File: src/sv/lcr_pkg.sv
// Package: shared constants, register codes and types for the load-cell serial reader.
`default_nettype none

package lcr_pkg;

    // Conversion shape
    localparam int SAMPLE_BITS  = 24;
    localparam int GAIN_PULSES  = 1;
    localparam int PULSES_TOTAL = SAMPLE_BITS + GAIN_PULSES;
    localparam int PULSE_W      = $clog2(PULSES_TOTAL + 1);

    // Field widths
    localparam int TICK_W   = 8;
    localparam int RAW_W    = 24;
    localparam int DIFF_W   = RAW_W + 1;
    localparam int SCALE_W  = 24;
    localparam int WEIGHT_W = 21;
    localparam int FRAC_W   = 24;

    // Multiplier split: scale factor is cut into two halves
    localparam int SPLIT_W  = SCALE_W / 2;
    localparam int PP_W     = DIFF_W + SPLIT_W + 1;
    localparam int SUM_W    = PP_W + SPLIT_W + 1;
    localparam int QUO_W    = SUM_W - FRAC_W;

    // Queue between front and back
    localparam int FIFO_DEPTH = 2;
    localparam int PTR_W      = $clog2(FIFO_DEPTH);
    localparam int CNT_W      = $clog2(FIFO_DEPTH + 1);

    // Configuration port
    localparam int CFG_IDX_W  = 8;
    localparam int CFG_DATA_W = 24;
    localparam logic [CFG_IDX_W-1:0] CFG_SETTLE = 8'd0;
    localparam logic [CFG_IDX_W-1:0] CFG_HALF   = 8'd1;
    localparam logic [CFG_IDX_W-1:0] CFG_OFFSET = 8'd2;
    localparam logic [CFG_IDX_W-1:0] CFG_SCALE  = 8'd3;

    // Register reset values
    localparam logic [TICK_W-1:0]  RST_SETTLE = 8'd50;
    localparam logic [TICK_W-1:0]  RST_HALF   = 8'd10;
    localparam logic [RAW_W-1:0]   RST_OFFSET = 24'd101350;
    localparam logic [SCALE_W-1:0] RST_SCALE  = 24'd917095;

    // Stream widths
    localparam int IN_TDATA_W  = 8;
    localparam int OUT_TDATA_W = 48;

    typedef enum logic [1:0] {
        PH_IDLE   = 2'd0,
        PH_SETTLE = 2'd1,
        PH_HIGH   = 2'd2,
        PH_LOW    = 2'd3
    } t_phase;

    typedef struct packed {
        logic [TICK_W-1:0]  settle;
        logic [TICK_W-1:0]  half;
        logic [RAW_W-1:0]   offset;
        logic [SCALE_W-1:0] scale;
    } t_cfg;

    // One classified tick, handed from front to back
    typedef struct packed {
        logic                     clk_pin;
        logic                     sample_valid;
        logic [RAW_W-1:0]         raw;
        logic signed [DIFF_W-1:0] diff;
    } t_item;

endpackage

`default_nettype wire

File: src/sv/load_cell_adc_serial_reader.sv
// Top level: configuration registers, sequencer front, item queue and weight back end.
//
//  Channel  Dir  Signals                          Item
//  s        in   i_s_tvalid/o_s_tready/i_s_tdata  tdata [0] data_pin (one time-base tick)
//  m        out  o_m_tvalid/i_m_tready/o_m_tdata  tdata [0] clock_pin [24:1] raw_count
//                o_m_tuser                        [45:25] weight; tuser [0] sample_valid
//  cfg      in   i_cfg_valid/o_cfg_ready          i_cfg_index, i_cfg_data
//
//  One tick is accepted per clock cycle while the queue has room; its result passes the
//  queue, the product stage and the output register before it leaves.
//  The weight multiply is split in two 25x13 products, summed in the next stage.
//  Reset (synchronous, active low) returns the sequencer to idle and loads defaults.
//  A stalled output holds its item; ticks keep coming in until the 2-entry queue fills.
`default_nettype none

module load_cell_adc_serial_reader
    import lcr_pkg::*;
(
    input  wire logic                    i_clk,
    input  wire logic                    i_rst_n,
    input  wire logic                    i_s_tvalid,
    output logic                         o_s_tready,
    input  wire logic [IN_TDATA_W-1:0]   i_s_tdata,   // [0] data_pin, [7:1] zero
    output logic                         o_m_tvalid,
    input  wire logic                    i_m_tready,
    output logic [OUT_TDATA_W-1:0]       o_m_tdata,   // [0] clock_pin, [24:1] raw_count,
                                                      // [45:25] weight_centigrams,
                                                      // [47:46] zero
    output logic                         o_m_tuser,   // [0] sample_valid
    input  wire logic                    i_cfg_valid,
    output logic                         o_cfg_ready,
    input  wire logic [CFG_IDX_W-1:0]    i_cfg_index,
    input  wire logic [CFG_DATA_W-1:0]   i_cfg_data
);

    t_cfg  r_cfg;
    t_item w_front_item, w_q_item;
    logic  w_push, w_full, w_nonempty, w_pop;
    logic  w_clk_pin, w_sample_valid;
    logic [RAW_W-1:0] w_raw;
    logic signed [WEIGHT_W-1:0] w_weight;

    assign o_cfg_ready = 1'b1;
    assign o_s_tready  = !w_full;
    assign w_push      = i_s_tvalid && o_s_tready;

    // Decode configuration writes
    always_ff @(posedge i_clk) begin
        if (!i_rst_n) begin
            r_cfg.settle <= RST_SETTLE;
            r_cfg.half   <= RST_HALF;
            r_cfg.offset <= RST_OFFSET;
            r_cfg.scale  <= RST_SCALE;
        end else if (i_cfg_valid && o_cfg_ready) begin
            unique case (i_cfg_index)
                CFG_SETTLE: r_cfg.settle <= i_cfg_data[TICK_W-1:0];
                CFG_HALF:   r_cfg.half   <= i_cfg_data[TICK_W-1:0];
                CFG_OFFSET: r_cfg.offset <= i_cfg_data[RAW_W-1:0];
                CFG_SCALE:  r_cfg.scale  <= i_cfg_data[SCALE_W-1:0];
                default: ;
            endcase
        end
    end

    lcr_front u_front (
        .i_clk      (i_clk),
        .i_rst_n    (i_rst_n),
        .i_cfg      (r_cfg),
        .i_push     (w_push),
        .i_data_pin (i_s_tdata[0]),
        .o_item     (w_front_item)
    );

    lcr_fifo u_fifo (
        .i_clk      (i_clk),
        .i_rst_n    (i_rst_n),
        .i_push     (w_push),
        .i_item     (w_front_item),
        .o_full     (w_full),
        .i_pop      (w_pop),
        .o_nonempty (w_nonempty),
        .o_item     (w_q_item)
    );

    lcr_back u_back (
        .i_clk          (i_clk),
        .i_rst_n        (i_rst_n),
        .i_cfg          (r_cfg),
        .i_item_valid   (w_nonempty),
        .i_item         (w_q_item),
        .o_pop          (w_pop),
        .o_valid        (o_m_tvalid),
        .i_ready        (i_m_tready),
        .o_clk_pin      (w_clk_pin),
        .o_sample_valid (w_sample_valid),
        .o_raw          (w_raw),
        .o_weight       (w_weight)
    );

    // Pack result item
    assign o_m_tdata = {2'b00, w_weight, w_raw, w_clk_pin};
    assign o_m_tuser = w_sample_valid;

endmodule

`default_nettype wire

File: src/sv/lcr_front.sv
// Front: serial clock sequencer that turns each tick into a classified item.
`default_nettype none

module lcr_front
    import lcr_pkg::*;
(
    input  wire logic  i_clk,
    input  wire logic  i_rst_n,
    input  wire t_cfg  i_cfg,
    input  wire logic  i_push,
    input  wire logic  i_data_pin,
    output t_item      o_item
);

    t_phase              r_phase, n_phase;
    logic [TICK_W-1:0]   r_timer, n_timer;
    logic [PULSE_W-1:0]  r_pulse, n_pulse;
    logic [RAW_W-1:0]    r_shift, n_shift;

    logic [TICK_W-1:0]   w_timer_inc;
    logic [TICK_W-1:0]   w_half_len;
    logic                w_settle_done;
    logic                w_half_done;
    logic                w_last_pulse;

    // Phase timing
    assign w_timer_inc   = r_timer + TICK_W'(1);
    assign w_half_len    = (i_cfg.half == '0) ? TICK_W'(1) : i_cfg.half;
    assign w_settle_done = (w_timer_inc >= i_cfg.settle);
    assign w_half_done   = (w_timer_inc >= w_half_len);
    assign w_last_pulse  = (r_pulse >= PULSE_W'(PULSES_TOTAL));

    // Next phase
    always_comb begin
        n_phase = r_phase;
        unique case (r_phase)
            PH_IDLE: begin
                if (!i_data_pin) begin
                    n_phase = (i_cfg.settle == '0) ? PH_HIGH : PH_SETTLE;
                end
            end
            PH_SETTLE: begin
                if (w_settle_done) n_phase = PH_HIGH;
            end
            PH_HIGH: begin
                if (w_half_done) n_phase = PH_LOW;
            end
            PH_LOW: begin
                if (w_half_done) n_phase = w_last_pulse ? PH_IDLE : PH_HIGH;
            end
            default: n_phase = PH_IDLE;
        endcase
    end

    // Counters, shift register and item fields
    always_comb begin
        n_timer = r_timer;
        n_pulse = r_pulse;
        n_shift = r_shift;
        o_item  = '0;
        unique case (r_phase)
            PH_IDLE: begin
                if (!i_data_pin) begin
                    n_timer = '0;
                    n_pulse = '0;
                    n_shift = '0;
                end
            end
            PH_SETTLE: begin
                n_timer = w_settle_done ? '0 : w_timer_inc;
            end
            PH_HIGH: begin
                o_item.clk_pin = 1'b1;
                n_timer = w_half_done ? '0 : w_timer_inc;
                if (w_half_done) begin
                    // gain-select pulses shift nothing in
                    if (r_pulse < PULSE_W'(SAMPLE_BITS)) begin
                        n_shift = {r_shift[RAW_W-2:0], i_data_pin};
                    end
                    n_pulse = r_pulse + PULSE_W'(1);
                end
            end
            PH_LOW: begin
                n_timer = w_half_done ? '0 : w_timer_inc;
                if (w_half_done && w_last_pulse) begin
                    o_item.sample_valid = 1'b1;
                    o_item.raw          = r_shift;
                    o_item.diff         = $signed({1'b0, r_shift} - {1'b0, i_cfg.offset});
                end
            end
            default: ;
        endcase
    end

    // Advance on each accepted tick
    always_ff @(posedge i_clk) begin
        if (!i_rst_n) begin
            r_phase <= PH_IDLE;
            r_timer <= '0;
            r_pulse <= '0;
            r_shift <= '0;
        end else if (i_push) begin
            r_phase <= n_phase;
            r_timer <= n_timer;
            r_pulse <= n_pulse;
            r_shift <= n_shift;
        end
    end

endmodule

`default_nettype wire

File: src/sv/lcr_fifo.sv
// Short item queue that decouples the sequencer from the weight pipeline.
`default_nettype none

module lcr_fifo
    import lcr_pkg::*;
(
    input  wire logic  i_clk,
    input  wire logic  i_rst_n,
    input  wire logic  i_push,
    input  wire t_item i_item,
    output logic       o_full,
    input  wire logic  i_pop,
    output logic       o_nonempty,
    output t_item      o_item
);

    t_item             r_mem [FIFO_DEPTH];
    logic [PTR_W-1:0]  r_wr_ptr, r_rd_ptr;
    logic [CNT_W-1:0]  r_count;

    logic w_push_ok;
    logic w_pop_ok;

    assign o_full     = (r_count == CNT_W'(FIFO_DEPTH));
    assign o_nonempty = (r_count != '0);
    assign o_item     = r_mem[r_rd_ptr];
    assign w_push_ok  = i_push && !o_full;
    assign w_pop_ok   = i_pop && o_nonempty;

    // Store pushed item
    always_ff @(posedge i_clk) begin
        if (w_push_ok) begin
            r_mem[r_wr_ptr] <= i_item;
        end
    end

    // Advance pointers and fill count
    always_ff @(posedge i_clk) begin
        if (!i_rst_n) begin
            r_wr_ptr <= '0;
            r_rd_ptr <= '0;
            r_count  <= '0;
        end else begin
            if (w_push_ok) begin
                r_wr_ptr <= (r_wr_ptr == PTR_W'(FIFO_DEPTH - 1)) ? '0
                                                                  : r_wr_ptr + PTR_W'(1);
            end
            if (w_pop_ok) begin
                r_rd_ptr <= (r_rd_ptr == PTR_W'(FIFO_DEPTH - 1)) ? '0
                                                                  : r_rd_ptr + PTR_W'(1);
            end
            case ({w_push_ok, w_pop_ok})
                2'b10:   r_count <= r_count + CNT_W'(1);
                2'b01:   r_count <= r_count - CNT_W'(1);
                default: r_count <= r_count;
            endcase
        end
    end

endmodule

`default_nettype wire

File: src/sv/lcr_back.sv
// Back: two-stage weight pipeline (split multiply, then sum, floor shift, clamp).
`default_nettype none

module lcr_back
    import lcr_pkg::*;
(
    input  wire logic                 i_clk,
    input  wire logic                 i_rst_n,
    input  wire t_cfg                 i_cfg,
    input  wire logic                 i_item_valid,
    input  wire t_item                i_item,
    output logic                      o_pop,
    output logic                      o_valid,
    input  wire logic                 i_ready,
    output logic                      o_clk_pin,
    output logic                      o_sample_valid,
    output logic [RAW_W-1:0]          o_raw,
    output logic signed [WEIGHT_W-1:0] o_weight
);

    localparam logic signed [QUO_W-1:0] W_MAX = QUO_W'((1 << (WEIGHT_W - 1)) - 1);
    localparam logic signed [QUO_W-1:0] W_MIN = -QUO_W'(1 << (WEIGHT_W - 1));

    logic                     r_v1;
    logic                     r_clk1, r_sv1;
    logic [RAW_W-1:0]         r_raw1;
    logic signed [PP_W-1:0]   r_plo, r_phi;

    logic                     r_ov;
    logic                     r_oclk, r_osv;
    logic [RAW_W-1:0]         r_oraw;
    logic signed [WEIGHT_W-1:0] r_owt;

    logic                     w_en_out, w_en1;
    logic signed [SPLIT_W:0]  w_lo, w_hi;
    logic signed [PP_W-1:0]   w_plo, w_phi;
    logic signed [SUM_W-1:0]  w_sum;
    logic signed [QUO_W-1:0]  w_quo;
    logic signed [WEIGHT_W-1:0] w_wt;

    // Stall chain from the output side
    assign w_en_out = !r_ov || i_ready;
    assign w_en1    = !r_v1 || w_en_out;
    assign o_pop    = i_item_valid && w_en1;

    // Partial products of the signed difference and each scale half
    assign w_lo  = $signed({1'b0, i_cfg.scale[SPLIT_W-1:0]});
    assign w_hi  = $signed({1'b0, i_cfg.scale[SCALE_W-1:SPLIT_W]});
    assign w_plo = PP_W'(i_item.diff) * PP_W'(w_lo);
    assign w_phi = PP_W'(i_item.diff) * PP_W'(w_hi);

    // Recombine, floor-shift and clamp
    assign w_sum = $signed({{(SUM_W - PP_W - SPLIT_W){r_phi[PP_W-1]}}, r_phi,
                            {SPLIT_W{1'b0}}})
                 + $signed({{(SUM_W - PP_W){r_plo[PP_W-1]}}, r_plo});
    assign w_quo = w_sum[SUM_W-1:FRAC_W];

    always_comb begin
        if (w_quo > W_MAX) begin
            w_wt = W_MAX[WEIGHT_W-1:0];
        end else if (w_quo < W_MIN) begin
            w_wt = W_MIN[WEIGHT_W-1:0];
        end else begin
            w_wt = w_quo[WEIGHT_W-1:0];
        end
    end

    // Hold stage valid bits
    always_ff @(posedge i_clk) begin
        if (!i_rst_n) begin
            r_v1 <= 1'b0;
            r_ov <= 1'b0;
        end else begin
            if (w_en1)    r_v1 <= i_item_valid;
            if (w_en_out) r_ov <= r_v1;
        end
    end

    // Advance payload
    always_ff @(posedge i_clk) begin
        if (w_en1) begin
            r_clk1 <= i_item.clk_pin;
            r_sv1  <= i_item.sample_valid;
            r_raw1 <= i_item.raw;
            r_plo  <= w_plo;
            r_phi  <= w_phi;
        end
        if (w_en_out) begin
            r_oclk <= r_clk1;
            r_osv  <= r_sv1;
            r_oraw <= r_raw1;
            r_owt  <= r_sv1 ? w_wt : '0;
        end
    end

    assign o_valid        = r_ov;
    assign o_clk_pin      = r_oclk;
    assign o_sample_valid = r_osv;
    assign o_raw          = r_oraw;
    assign o_weight       = r_owt;

endmodule

`default_nettype wire

File: config.mk
export PLATFORM = sky130hd
export DESIGN_NAME = load_cell_adc_serial_reader
export DESIGN_NICKNAME = d
export VERILOG_FILES = /design/src/sv/lcr_pkg.sv /design/src/sv/load_cell_adc_serial_reader.sv /design/src/sv/lcr_front.sv /design/src/sv/lcr_fifo.sv /design/src/sv/lcr_back.sv
export SDC_FILE = /design/constraint.sdc
export NUM_CORES = 2
export LEC_CHECK = 0
export BUFFER_PORTS_ARGS = -buffer_cell sky130_fd_sc_hd__buf_2
export CAP_MARGIN = 40
export CORE_UTILIZATION = 50
export CTS_CLUSTER_DIAMETER = 40
export DETAILED_ROUTE_END_ITERATION = 7
export PLACE_DENSITY = 0.69
export RECOVER_POWER = 50
export SLEW_MARGIN = 20
export SYNTH_ARGS = -nofsm -noshare
export SYNTH_HDL_FRONTEND = slang
export SYNTH_HIERARCHICAL = 1
export SYNTH_SLANG_ARGS = --single-unit
export TNS_END_PERCENT = 100
File: constraint.sdc
create_clock -name i_clk -period 13.55 [get_ports i_clk]
set_input_delay 0 -clock i_clk [delete_from_list [all_inputs] [get_ports i_clk]]
set_output_delay 0 -clock i_clk [all_outputs]
set_load 0.1 [all_outputs]
# == Yosys cells after proc, flatten, opt, wreduce, memory -nomap -nowiden ==
# Memories as Yosys holds them, arrays and structs flattened. A register that Yosys moved wholly into a read port is not among the register bits.
# Index checks and enable logic that the tools add are counted.
# totals
elab_cells,113
mem_count,1
in_bits,45
ram_bits,102
reg_bits,258
# mem_list
name,words,word_bits,read_ports,rd_ports_with_merged_regs,wr,line_no,source
u_fifo.r_mem,2,51,1,1,1,lcr_fifo.sv:17,t_item r_mem [FIFO_DEPTH];
# classes
n_mul,2
reduce_logical,27
addsub,8
muxes,31
n_lt_le_gt_ge,6
n_bitwise,1
n_eq_ne,14
# ops
cell,count
2-to-1 mux 50 bit,2
multiplier 25 x 13 -> 38 bit,2
2-to-1 mux 24 bit,3
adder 50 x 38 -> 51 bit,1
one-hot mux 24 bit (2 select lines),1
2-to-1 mux 8 bit,4
> comparator 27 x 21 -> 1 bit (second input constant),1
< comparator 27 x 21 -> 1 bit (second input constant),1
subtractor 24 x 24 -> 25 bit,1
logical NOT 8 bit,3
one-hot mux 8 bit (3 select lines),1
2-to-1 mux 21 bit,1
2-to-1 mux 20 bit,1
== test 8 x 2 -> 1 bit (second input constant),2
greater-or-equal comparator 8 bit,2
2-to-1 mux 2 bit,6
2-to-1 mux 5 bit,2
one-hot mux 5 bit (2 select lines),1
AND reduction 2 bit,5
AND reduction 5 bit,2
adder 8 x 1 -> 8 bit (second input constant),1
== test 2 bit (second input constant),4
== test 8 x 1 -> 1 bit (second input constant),1
!= test 2 x 1 -> 1 bit (second input constant),4
19 further kinds,37

# == Longest topological paths before layout ==
# depth
ltp_word,7
depth_mapped,26

# == By module ==
# Netlist, hierarchy kept.
# by_module_without_submodules
mod,instances,area_per_inst_um2,seq_area_each_um2,cells_per_inst
lcr_back,1,26965.9,4154.0,2851
lcr_fifo,1,3905.0,3163.0,185
lcr_front,1,3853.7,780.7,510
load_cell_adc_serial_reader,1,2681.3,1281.2,262

# == Worst setup path before layout ==
# Ideal clock, no wire load.
# synth_path
path_kind,reg-to-reg
from,register (tool-made name)
to,register u_back.r_plo[37] (data pin)
path_slack_ns,6.958
path_stages_with_launch,25
t_required_ns,13.290
period_less_slack_ns,6.592
arrival_ns,6.332
path_cell_list,dfxtp_1 clkbuf_1 buf_2 mux2_2 and2_1 fa_1 inv_1 fa_1 inv_1 fa_1 inv_1 fa_1 inv_1 fa_1 ha_1 a2111oi_0 o21ai_0 a22oi_1 o21ai_0 a221oi_1 o31a_1 o21ai_0 a21oi_1 o21bai_1 xnor2_1
# synth_rtl
element,line_no,source
"end signal, assigned",lcr_back.sv:85,r_plo <= w_plo;
"end, declared",lcr_back.sv:27,"logic signed [PP_W-1:0] r_plo, r_phi;"

==> results.md <==
* Synth async-reset ratio at 0%
* I/O Pins at 97
* Cell count after synthesis at roughly 3800
* Deepest clock path buffer count at 3
* Post-synth design cell area at between 30000 and 40000 µm²
* Path class of the lowest-slack min-delay path: in2reg
* Total clock sinks at 349
* Slew Viols, Final at 260
* Final setup violating endpoints at 0
* Number of antenna violations at the first check in global routing at 0
* Final net count at about 4700
* DRC violation count after routing at 0
* Reg-to-reg endpoint: u_back/r_plo[37]$_DFFE_PN_
* Number of vias per cell after detailed routing at roughly 5.3
* Area growth syn-to-layout at 9.16%
* Vias in the first global route at 27200
* Part of the Yosys area used for sequential elements at around 25%
* TNS Setup at 0 ns
* Area of the die at approximately 76000 µm²
* Total congestion overflow at 0
* Worst slew pin tran at 3.24 ns
* Final wirelength at between 80 and 90 mm
* Worst Setup Path Type: reg2reg
* Worst Setup End Kind: register
* Die outline height at between 200 and 300 µm
* Largest fanout on the critical path at 32
* Data required time of the critical path at 13.87 ns
* Worst rel slew slack at -116%
* Maximum frequency from static timing analysis at between 100 and 150 MHz
* # Post-CTS Setup Buffers at 0
* Number of buffers created by CTS at 54
* Violated checks: max-capacitance violations, max-slew violations
* Status: finished with violations
* Cell Rows at 99
* Clock period minus final worst setup slack at approximately 10 ns
* Post-route antenna net violation count at 0
* Timing endpoint of the critical path: u_back/r_plo[37]$_DFFE_PN_
* Clock tree from TritonCTS: yes
* Number of placed instances, taps included at about 4700
* H-tree Lvls at 2
* Reg2Reg Setup Slack at between 3 and 4 ns
* Initial drt markers at between 1500 and 2000
* Max Cap Viol at 7
* Global Route Usage Sum at between 20% and 30%
* Clock tree root buffer cell: sky130_fd_sc_hd__clkbuf_16
* Hold Slack at ~0.078 ns
* Count of cells resized by post-cts repair at 0
* Setup Skew at 0.0512 ns
* Die span in x at roughly 280 µm
* Count of synthesis-stage warnings from yosys at 6
* Fraction of layout instances using a drive strength above 1 at under 10%
* Final weighted congestion of routability-driven global placement at a little under 0.9
* Clock latency on the worst-skew pair at approximately 0.64 ns
* Routed WL per cell at about 17 µm
* Starting Density at approximately 50%
* Core region area at around 73000 µm²
* Wire length of the first global-routing pass at 142 mm
* Estimated wirelength of the detail-placed design at 63.6 mm
* Post-CTS Hold Fix Bufs at 44
* Fin cells at 4872
* Worst-path clk slew at around 0.05 ns
* Setup repair after global routing missed its margin: false
* Vias after detailed routing at 26000
* Number of flops mapped to enable cells by yosys at 239
* Flip-flop and latch count after synthesis at between 300 and 400
* Dominant synthesized flop cell: sky130_fd_sc_hd__edfxtp_1
* Number of search-and-repair iterations in the first detailed-routing pass at 5
* Data arrival time of the worst path at roughly 10 ns
* Worst Setup Start Kind: register
* Count of inserted antenna diode cells at 0
* Number of library cell types mapped by synthesis at 90
* Average instance area after synthesis at roughly 10 µm²
* Largest net degree at the start of global routing at around 100
* IO Port Bufs at 86
* Reg2Reg Depth at 24
* Fin crit share at between 70% and 80%
* Number of endpoints with negative hold slack in the final report at 0
[layout by cell type, fill, tap and decap left out, types with 22 or more instances in the layout]
cell	instances
sky130_fd_sc_hd__nor2b_1	69
sky130_fd_sc_hd__nand2_1	453
sky130_fd_sc_hd__dfxtp_1	110
sky130_fd_sc_hd__mux2i_1	67
sky130_fd_sc_hd__nor2_1	74
sky130_fd_sc_hd__edfxtp_1	239
sky130_fd_sc_hd__a22o_1	24
sky130_fd_sc_hd__mux2_2	49
sky130_fd_sc_hd__ha_1	247
sky130_fd_sc_hd__a21o_1	49
sky130_fd_sc_hd__a21oi_1	109
sky130_fd_sc_hd__nand4_1	23
sky130_fd_sc_hd__o21ai_1	23
sky130_fd_sc_hd__clkbuf_16	54
sky130_fd_sc_hd__nand3_1	22
sky130_fd_sc_hd__o21a_1	22
sky130_fd_sc_hd__buf_2	36
sky130_fd_sc_hd__xnor2_1	66
sky130_fd_sc_hd__o21ai_0	74
sky130_fd_sc_hd__clkbuf_1	62
sky130_fd_sc_hd__inv_1	759
sky130_fd_sc_hd__dlygate4sd3_1	44
sky130_fd_sc_hd__fa_1	536
sky130_fd_sc_hd__buf_4	30
sky130_fd_sc_hd__and2_1	315
sky130_fd_sc_hd__xor2_1	40
[how the worst min path moves through the flow]
stage	start	end	slack (ns)	depth (start not counted)
after global routing	i_cfg_index[0]	r_cfg[55]$_SDFFE_PN0P_	0.1	3
after global placement	i_s_tdata[0]	u_front/r_shift[0]$_SDFFE_PN0P_	0.24	2
final	i_cfg_index[0]	r_cfg[55]$_SDFFE_PN0P_	0.08	3
after CTS	i_cfg_index[0]	r_cfg[1]$_SDFFE_PN1P_	0.003	3
after floorplan	i_rst_n	u_back/o_valid$_SDFFE_PN0P_	0.12	1
after detailed placement	i_s_tdata[0]	u_front/r_shift[0]$_SDFFE_PN0P_	0.24	2
[per-stage QoR]
step,util [%],setup slack (ns),area [µm²]
finish,55.6,3.57,40800
global route,55.6,2.87,40800
CTS,55.7,4.82,40900
detailed placement,52.6,4.89,38600
global placement,52.5,5.08,38600
floorplan,-,6.96,37400
[sequential cells by signal, summed over array words and instances (netlist names), 2 cells and up, named ones only]
name and count:
u_back/r_raw1 24, u_fifo/r_mem 102, r_cfg 64, u_front/r_phase 2
u_fifo/r_count 2, u_front/r_shift 24, u_back/r_plo 26, u_front/r_pulse 5
u_front/r_timer 8, u_back/o_weight 21, u_back/r_phi 38, u_back/o_raw 24
[critical path: stages (launching register included)]
cell,delay (ns)
sky130_fd_sc_hd__dfxtp_1,1.06
sky130_fd_sc_hd__clkbuf_1,1.42
sky130_fd_sc_hd__mux2_2,0.69
sky130_fd_sc_hd__and2_1,0.28
sky130_fd_sc_hd__fa_1,0.50
sky130_fd_sc_hd__inv_1,0.05
sky130_fd_sc_hd__fa_1,0.49
sky130_fd_sc_hd__inv_1,0.06
sky130_fd_sc_hd__fa_1,0.49
sky130_fd_sc_hd__inv_1,0.05
sky130_fd_sc_hd__fa_1,0.53
sky130_fd_sc_hd__inv_1,0.05
sky130_fd_sc_hd__fa_1,0.44
sky130_fd_sc_hd__ha_1,0.31
sky130_fd_sc_hd__a2111oi_0,0.37
sky130_fd_sc_hd__o21ai_0,0.25
sky130_fd_sc_hd__a22oi_1,0.54
sky130_fd_sc_hd__o21ai_0,0.18
sky130_fd_sc_hd__buf_4,0.19
sky130_fd_sc_hd__a221oi_1,0.59
sky130_fd_sc_hd__o31a_1,0.34
sky130_fd_sc_hd__o21ai_0,0.18
sky130_fd_sc_hd__a21oi_1,0.28
sky130_fd_sc_hd__o21bai_1,0.11
sky130_fd_sc_hd__xnor2_1,0.17
[metal layers]
metal  vias to the layer above  wire, µm  global-route usage (%)
met5                         -         0                       0
met4                         0      3050                    8.42
met3                       139      4040                    3.55
met2                       547     40000                    39.0
met1                     13200     38000                    31.9
li1                      12200         -                       -
[cell type report]
type	instances	area, µm²
fillers	6454	32600
multi-input cells	2532	24400
well taps	959	1200
clock inverters	38	458
clock buffers	63	1400
flip-flops and latches	349	9380
inverters	761	2860
repair buffers	170	1150
[cell families after synthesis]
family,after synthesis,synth area share (%)
AND/OR/NAND/NOR,1085,14.9
multiplexers,118,3.33
AO/OA/AOI/OAI,437,7.68
buffers and inverters,928,9.60
adder cells (fa/ha/maj),783,36.9
XOR/XNOR,106,2.48
other,2,0.0201
flip-flops,349,25.1
[synthesized netlist by cell type (all sizes together) (6+ instances only)]
master	instances	area share, %
and3	20	0.34
nand4	23	0.42
o211ai	13	0.27
ha	247	8.3
nand3b	10	0.20
o21ai	99	1.3
mux2i	67	1.8
or2	8	0.13
nand4b	7	0.16
a22o	24	0.56
nor4	8	0.15
a21o	50	1.0
and2	316	5.3
xor2	40	0.94
clkbuf	137	1.4
fa	536	29
xnor2	66	1.5
nand2	453	4.5
or3	8	0.13
inv	761	7.6
nor2b	69	1.2
mux2	51	1.5
nand2b	20	0.34
nand3	22	0.33
o31ai	6	0.12
nor2	74	0.74
a21boi	6	0.12
dfxtp	110	5.9
a31oi	21	0.35
a21oi	109	1.5
buf	30	0.59
a211oi	14	0.28
edfxtp	239	19
and4	6	0.14
o21a	22	0.44
nor3	22	0.31
o21bai	11	0.22
Power is left out: the tool's default activity adds up to more than one toggle a clock period on the data nets, which glitch-free logic cannot reach.
